===== src/design/particle_grid_binning_counter_assert.svh =====
// Assertion macros for the particle grid binning counter.
// Included by the top level; expects clk and rst_n in scope.
`ifndef PARTICLE_GRID_BINNING_COUNTER_ASSERT_SVH
`define PARTICLE_GRID_BINNING_COUNTER_ASSERT_SVH

`ifndef SYNTHESIS

`define PGBC_ASSERT_IMP(lbl, ante, cons) \
    lbl: assert property (@(posedge clk) disable iff (!rst_n) (ante) |-> (cons)) \
        else $error("pgbc: same-cycle check failed");

`define PGBC_ASSERT_NEXT(lbl, ante, cons) \
    lbl: assert property (@(posedge clk) disable iff (!rst_n) (ante) |=> (cons)) \
        else $error("pgbc: next-cycle check failed");

`else

`define PGBC_ASSERT_IMP(lbl, ante, cons)

`define PGBC_ASSERT_NEXT(lbl, ante, cons)

`endif

`endif


===== src/design/pgbc_pkg.sv =====
// Shared types and constants for the particle grid binning counter.
// No dependencies; imported by pgbc_axis and the top level, not by pgbc_cell_ram.
`default_nettype none

package pgbc_pkg;

    localparam int DEF_MAX_CELLS_PER_AXIS = 32;
    localparam int DEF_COUNT_WIDTH        = 16;

    localparam int ACTION_WIDTH      = 2;
    localparam int STATUS_WIDTH      = 2;
    localparam int COORD_WIDTH       = 32;
    localparam int CELL_IDX_WIDTH    = 5;
    localparam int OUT_COUNT_WIDTH   = 16;
    localparam int OOB_WIDTH         = 32;
    localparam int HALF_EXTENT_WIDTH = 31;
    localparam int INV_WIDTH         = 32;
    localparam int CELLS_WIDTH       = 6;
    localparam int MIN_COUNT_WIDTH   = 16;
    localparam int CFG_INDEX_WIDTH   = 2;
    localparam int CFG_DATA_WIDTH    = 32;
    localparam int SUM_WIDTH         = COORD_WIDTH + 1;

    localparam logic [ACTION_WIDTH-1:0] ACT_INSERT = 2'd0;
    localparam logic [ACTION_WIDTH-1:0] ACT_CLEAR  = 2'd1;
    localparam logic [ACTION_WIDTH-1:0] ACT_QUERY  = 2'd2;

    localparam logic [STATUS_WIDTH-1:0] STAT_BINNED  = 2'd0;
    localparam logic [STATUS_WIDTH-1:0] STAT_OOB     = 2'd1;
    localparam logic [STATUS_WIDTH-1:0] STAT_CLEARED = 2'd2;
    localparam logic [STATUS_WIDTH-1:0] STAT_QUERY   = 2'd3;

    localparam logic [CFG_INDEX_WIDTH-1:0] REG_HALF_EXTENT    = 2'd0;
    localparam logic [CFG_INDEX_WIDTH-1:0] REG_INV_CELL_WIDTH = 2'd1;
    localparam logic [CFG_INDEX_WIDTH-1:0] REG_CELLS_PER_AXIS = 2'd2;
    localparam logic [CFG_INDEX_WIDTH-1:0] REG_MIN_COUNT      = 2'd3;

    localparam logic [HALF_EXTENT_WIDTH-1:0] RST_HALF_EXTENT    = 31'd65536;
    localparam logic [INV_WIDTH-1:0]         RST_INV_CELL_WIDTH = 32'd65536;
    localparam logic [CELLS_WIDTH-1:0]       RST_CELLS_PER_AXIS = 6'd32;
    localparam logic [MIN_COUNT_WIDTH-1:0]   RST_MIN_COUNT      = 16'd1;

    typedef enum logic [2:0] {
        ST_CLEAR,
        ST_IDLE,
        ST_MUL,
        ST_ADDR,
        ST_UPD
    } pgbc_state_t;

    typedef struct packed {
        logic load;
        logic step;
    } pgbc_axis_ctl_t;

endpackage

`default_nettype wire


===== src/design/pgbc_axis.sv =====
// One axis of the binning datapath: offset add, then Q16.16 scale and floor.
// Depends on pgbc_pkg for widths and the control struct.
`default_nettype none

module pgbc_axis (
    input  wire logic                                      clk,
    input  wire pgbc_pkg::pgbc_axis_ctl_t                  ctl,
    input  wire logic signed [pgbc_pkg::COORD_WIDTH-1:0]   pos,
    input  wire logic [pgbc_pkg::HALF_EXTENT_WIDTH-1:0]    half_extent,
    input  wire logic [pgbc_pkg::INV_WIDTH-1:0]            inv_cell_width,
    output logic [pgbc_pkg::COORD_WIDTH-1:0]               index
);
    import pgbc_pkg::*;

    logic signed [SUM_WIDTH-1:0]          sum_reg;
    logic signed [SUM_WIDTH-1:0]          sum_next;
    logic [COORD_WIDTH-1:0]               index_reg;
    logic [COORD_WIDTH-1:0]               index_next;
    logic [COORD_WIDTH+INV_WIDTH-1:0]     product;
    logic                                 positive;

    assign sum_next = SUM_WIDTH'(pos) + $signed({2'b00, half_extent});

    // A sum at or below zero bins to index zero.
    assign positive = !sum_reg[SUM_WIDTH-1] && (|sum_reg[COORD_WIDTH-1:0]);
    assign product  = (COORD_WIDTH+INV_WIDTH)'(sum_reg[COORD_WIDTH-1:0])
                    * (COORD_WIDTH+INV_WIDTH)'(inv_cell_width);
    assign index_next = positive ? product[COORD_WIDTH+INV_WIDTH-1:INV_WIDTH] : '0;

    always_ff @(posedge clk)
    begin
        if (ctl.load)
        begin
            sum_reg <= sum_next;
        end
        if (ctl.step)
        begin
            index_reg <= index_next;
        end
    end

    assign index = index_reg;

endmodule

`default_nettype wire


===== config.mk =====
export PLATFORM = sky130hd
export DESIGN_NAME = pgbc_axis
export DESIGN_NICKNAME = d
export VERILOG_FILES = /design/src/design/particle_grid_binning_counter_assert.svh /design/src/design/pgbc_pkg.sv /design/src/design/pgbc_axis.sv
export SDC_FILE = /design/constraint.sdc
export NUM_CORES = 2
export LEC_CHECK = 0
export ABC_CLOCK_PERIOD_IN_PS = 7550
export BUFFER_PORTS_ARGS = -buffer_cell sky130_fd_sc_hd__buf_2
export CAP_MARGIN = 30
export CELL_PAD_IN_SITES_DETAIL_PLACEMENT = 1
export CELL_PAD_IN_SITES_GLOBAL_PLACEMENT = 1
export CORE_MARGIN = 4
export CORE_UTILIZATION = 40
export DETAILED_ROUTE_END_ITERATION = 10
export GPL_TIMING_DRIVEN = 0
export PLACE_DENSITY_LB_ADDON = 0.1
export SYNTH_ARGS = -nofsm -noshare
export SYNTH_HDL_FRONTEND = slang
export SYNTH_SLANG_ARGS = --single-unit

===== constraint.sdc =====
create_clock -name clk -period 7.55 [get_ports clk]
set_clock_uncertainty 0.2 [all_clocks]
set_input_delay 0.755 -clock clk [delete_from_list [all_inputs] [get_ports clk]]
set_output_delay 0.755 -clock clk [all_outputs]
set_load 0.05 [all_outputs]

== After elaboration in Yosys (flattened, before gate mapping) ==
Cells that the tools add are included.

* Flip-flop bits (word level): 65
* Bits in latches: 0
* Bits in writable memories: 0
* Bits in read-only memories: 0
* Output and inout bits: 32
* Word-level logic and storage cells: 7
* Memories: 0

* Add/sub/neg operators: 1
* $mul: 1
* Div/mod/pow operators: 0
* Order comparisons: 0
* Eq/ne operators: 0
* Shift-type cells: 0
* Multiplexer cells: 0
* Bitwise gates (word level): 0
* Reductions and logical operators: 3

{| class="wikitable"
|+ Operators with widths
! operator !! count
|-
| 32-bit by 32-bit multiplier with 64-bit output || 1
|-
| 32-bit by 32-bit adder with 33-bit output || 1
|-
| 32-bit OR reduction || 1
|-
| 1-bit logical AND || 1
|-
| 1-bit zero test || 1
|}

== Depth between registers and ports, before layout ==
* Depth in word-level cells: 2
* Mapped depth: 29
* Depth with buffers taken out: 28

== Worst setup path after synthesis ==
Ideal clock, no wire load.

* Kind: input to register
* Start: in inv_cell_width[2] (netlist bit)
* End: reg index_reg[25] (netlist: index[25]) (data pin)
* Library setup time: 260 ps
* Arrival time: 7394 ps
* Data required time: 7090 ps
* Slack: -304 ps
* Cell stages on the path: 27
* Path buffers: 1
* Cell sequence: clkbuf_1 > and2_1 > fa_1 > inv_1 > fa_1 > fa_1 > fa_1 > inv_1 > fa_1 > inv_1 > fa_1 > inv_1 > fa_1 > inv_1 > fa_1 > inv_1 > ha_1 > nand3_1 > nor4_1 > nand4_1 > nor3_1 > a2111o_1 > nand2_1 > o31ai_1 > a31oi_1 > o21bai_1 > mux2_2

* Cells in the longest elaborated chain, start to end: 1

{| class="wikitable"
|+ RTL lines
! item !! RTL line !! RTL
|-
| from (decl) || pgbc_axis.sv:10 || <nowiki>input wire logic [pgbc_pkg::INV_WIDTH-1:0] inv_cell_width,</nowiki>
|-
| 32-bit by 32-bit multiplier with 64-bit output || pgbc_axis.sv:27 || <nowiki>* (COORD_WIDTH+INV_WIDTH)'(inv_cell_width);</nowiki>
|-
| to (signal assigned) || pgbc_axis.sv:38 || <nowiki>index_reg <= index_next;</nowiki>
|-
| to (decl) || pgbc_axis.sv:17 || <nowiki>logic [COORD_WIDTH-1:0] index_reg;</nowiki>
|}

No other way between the ends.
A chain may end at the register's enable or synchronous reset.

== Final worst setup path ==
* Start: reg sum_reg[13]
* End: reg index_reg[25] (netlist: index[25]) (data pin)

* Cells in the longest elaborated chain, start to end: 2
* Elaborated cells on any way between the ends: 3
* Those cells by class: mul (1); reduce/logical (2)

{| class="wikitable"
|+ RTL lines
! item !! RTL line !! RTL
|-
| from (decl) || pgbc_axis.sv:15 || <nowiki>logic signed [SUM_WIDTH-1:0] sum_reg;</nowiki>
|-
| from (signal assigned) || pgbc_axis.sv:34 || <nowiki>sum_reg <= sum_next;</nowiki>
|-
| branches (longest 2 deep; another with 32-bit by 32-bit multiplier with 64-bit output) || -- ||
|}

Parallel ways; which one is timed is not known.

==> results.json <==
{
  "status": "finished, violations left",
  "violations": "negative setup slack",
  "die-area_um2": 95800,
  "ys_ff_latch": 65,
  "antenna_found_initial": 24,
  "grt_pass1_wl_mm": 216,
  "period_needed_ns": 8.34,
  "crit_path_end_kind": "flip-flop",
  "cts_tree": "built",
  "clock_latency_ns": 0.38,
  "synth.distinct_cells": 63,
  "ys_warn_count": 0,
  "antenna_left": 0,
  "hold_class": "input pin to flip-flop",
  "design_area_um2": 42800,
  "crit_slowest_cell": "fa_2",
  "relSlewSlack_pct": 45.4,
  "fillCellCount": 10300,
  "die_y_um": 310,
  "cts_max_level": 3,
  "cap_violations": 0,
  "clock-sinks": 65,
  "num_vias": 28900,
  "whs_path_depth": 2,
  "syn-num-nets": 5192,
  "max_freq_ghz": 0.120,
  "cp_num_cells": 28,
  "nets": 5523,
  "root_buffer": "clkbuf_16",
  "synthCells": 3907,
  "drc_errors": 0,
  "areaGrowthSynthToFinish_pct": 17.7,
  "grt_pass1_vias": 31700,
  "setup_viol": 31,
  "yosys_most_used_dff": "edfxtp_1",
  "startpoint_type": "flip-flop",
  "grt.total_usage_pct": 31.9,
  "synthesis.area_um2": 36400,
  "ys_seq_area_share_pct": 5.37,
  "fin_crit_sh_pct": 110,
  "boundaryPins": 130,
  "wl_mm": 152,
  "layout-drive-gt1-share_pct": 16.9,
  "core-area_um2": 90100,
  "crit_top_cell": "fa_1",
  "fin_setup_tns_ns": -16.31,
  "finalNonFillerCells": 5429,
  "largest_register_ffs": 33,
  "ff2ff_path_depth": 28,
  "synthArstFlopShare_pct": 0,
  "tightest_slew_ns": 0.819,
  "gp_congestion": 0.996,
  "maxSlewViolCount": 0,
  "rows": 110,
  "dr.first_iter.drc_count": 1926,
  "worstPathArrival_ns": 8.27,
  "worstSetupPathType": "flip-flop to flip-flop",
  "cts_hold_buf": 0,
  "layout_setup_ws_ns": -0.792,
  "required_ns": 7.48,
  "grt_max_degree": 34,
  "worst-path-buf-inv": 8,
  "dpl.cell_count": 5242,
  "cts_buffers": 9,
  "path_max_fanout": 10,
  "firstDrtPassIters": 5,
  "rsz0062_at_grt": "true",
  "portBuffers": 129,
  "place_area_um2": 39100,
  "critPathMaxStageDelay_ns": 0.57,
  "clk_pin_slew_worst_paths_ns": 0.06,
  "cts.path.max_buffers": 2,
  "routedWlPerCell_um": 28.0,
  "gr-total-overflow": 0,
  "die_w_um": 310,
  "detailed_place_hpwl_mm": 126,
  "final_common_cell": "inv_1",
  "critical_path.top_delay_family": "adder cells",
  "viasPerCell": 5.33,
  "synth_edf_count": 65,
  "final_cell_mix": "869 x inv_1, 836 x fa_1, 604 x and2_1, 441 x nand2_1, 272 x ha_1",
  "hold_viol": 0,
  "initial_core_util_pct": 40.3,
  "avgSynthCellArea_um2": 9.31
}
-- layout make-up --
cell class / count / area [µm²] / share of cell area, %
multi-input combinational: 2744 / 31200 / 73.0
inverter: 890 / 3340 / 7.81
timing repair buffer: 325 / 2580 / 6.04
sequential: 65 / 1950 / 4.56
buffer: 203 / 1910 / 4.47
tap: 1176 / 1470 / 3.44
clock buffer: 10 / 229 / 0.535
clock inverter: 6 / 58.8 / 0.137
antenna: 10 / 25.0 / 0.0585
-- cells in the mapped netlist (24+ instances only) --
library cell  instances  area (µm²)
xnor2_1              37         324
nand4_1              25         156
edfxtp_1             65        1950
nand2_1             443        1660
and2_1              620        3880
o21ai_0              45         225
a21oi_1              70         350
fa_1                896       17900
nand3_1              24         120
a21o_1               48         360
inv_1               890        3340
nor2_1               54         203
ha_1                291        3640
clkbuf_1            206         773
-- per-stage QoR --
step | setup WS (ns) | hold WS (ns) | util [%]
6_report | -0.792 | 0.470 | 47.5
5_1_grt | -0.970 | 0.461 | 47.4
4_1_cts | -0.632 | 0.463 | 46.5
3_5_place_dp | -1.93 | 0.870 | 43.4
3_3_place_gp | -2.19 | 0.860 | 42.9
2_1_floorplan | -0.0681 | 0.647 | -
-- kinds of logic after synthesis --
logic type               synth area share [%]
AND/OR/NAND/NOR                          17.9
adder cells (fa/ha/maj)                  59.3
buffers and inverters                    11.3
AO/OA/AOI/OAI                            4.59
multiplexers                           0.0585
flip-flops                               5.37
XOR/XNOR                                 1.40
-- final timing paths --
path                         start                 endpoint  slack (ns)
max          sum_reg[13]$_DFFE_PP_  index[25]$_SDFFCE_PN0P_       -0.79
min                 half_extent[0]     sum_reg[0]$_DFFE_PP_        0.47
max reg2reg  sum_reg[13]$_DFFE_PP_  index[25]$_SDFFCE_PN0P_       -0.79
min reg2reg  sum_reg[32]$_DFFE_PP_  index[28]$_SDFFCE_PN0P_        0.96
-- layer usage --
metal / vias up / share of wire, % / global-route usage (%)
met3: 361 / 6.1 / 4.08
met5: - / 0.025 / 0
met2: 1033 / 49 / 54.5
met1: 15300 / 38 / 38.8
li1: 12200 / - / -
met4: 6 / 7.4 / 19.3
-- repair_timing --
action / in CTS / in global routing
pin swaps: 89 / 98
setup endpoints to repair: 32 / 32
setup buffers: 116 / 55
resized for setup: 507 / 199
cloned: 0 / 3
Power is left out: the tool's default activity adds up to more than one toggle a clock period on the data nets, which glitch-free logic cannot reach.
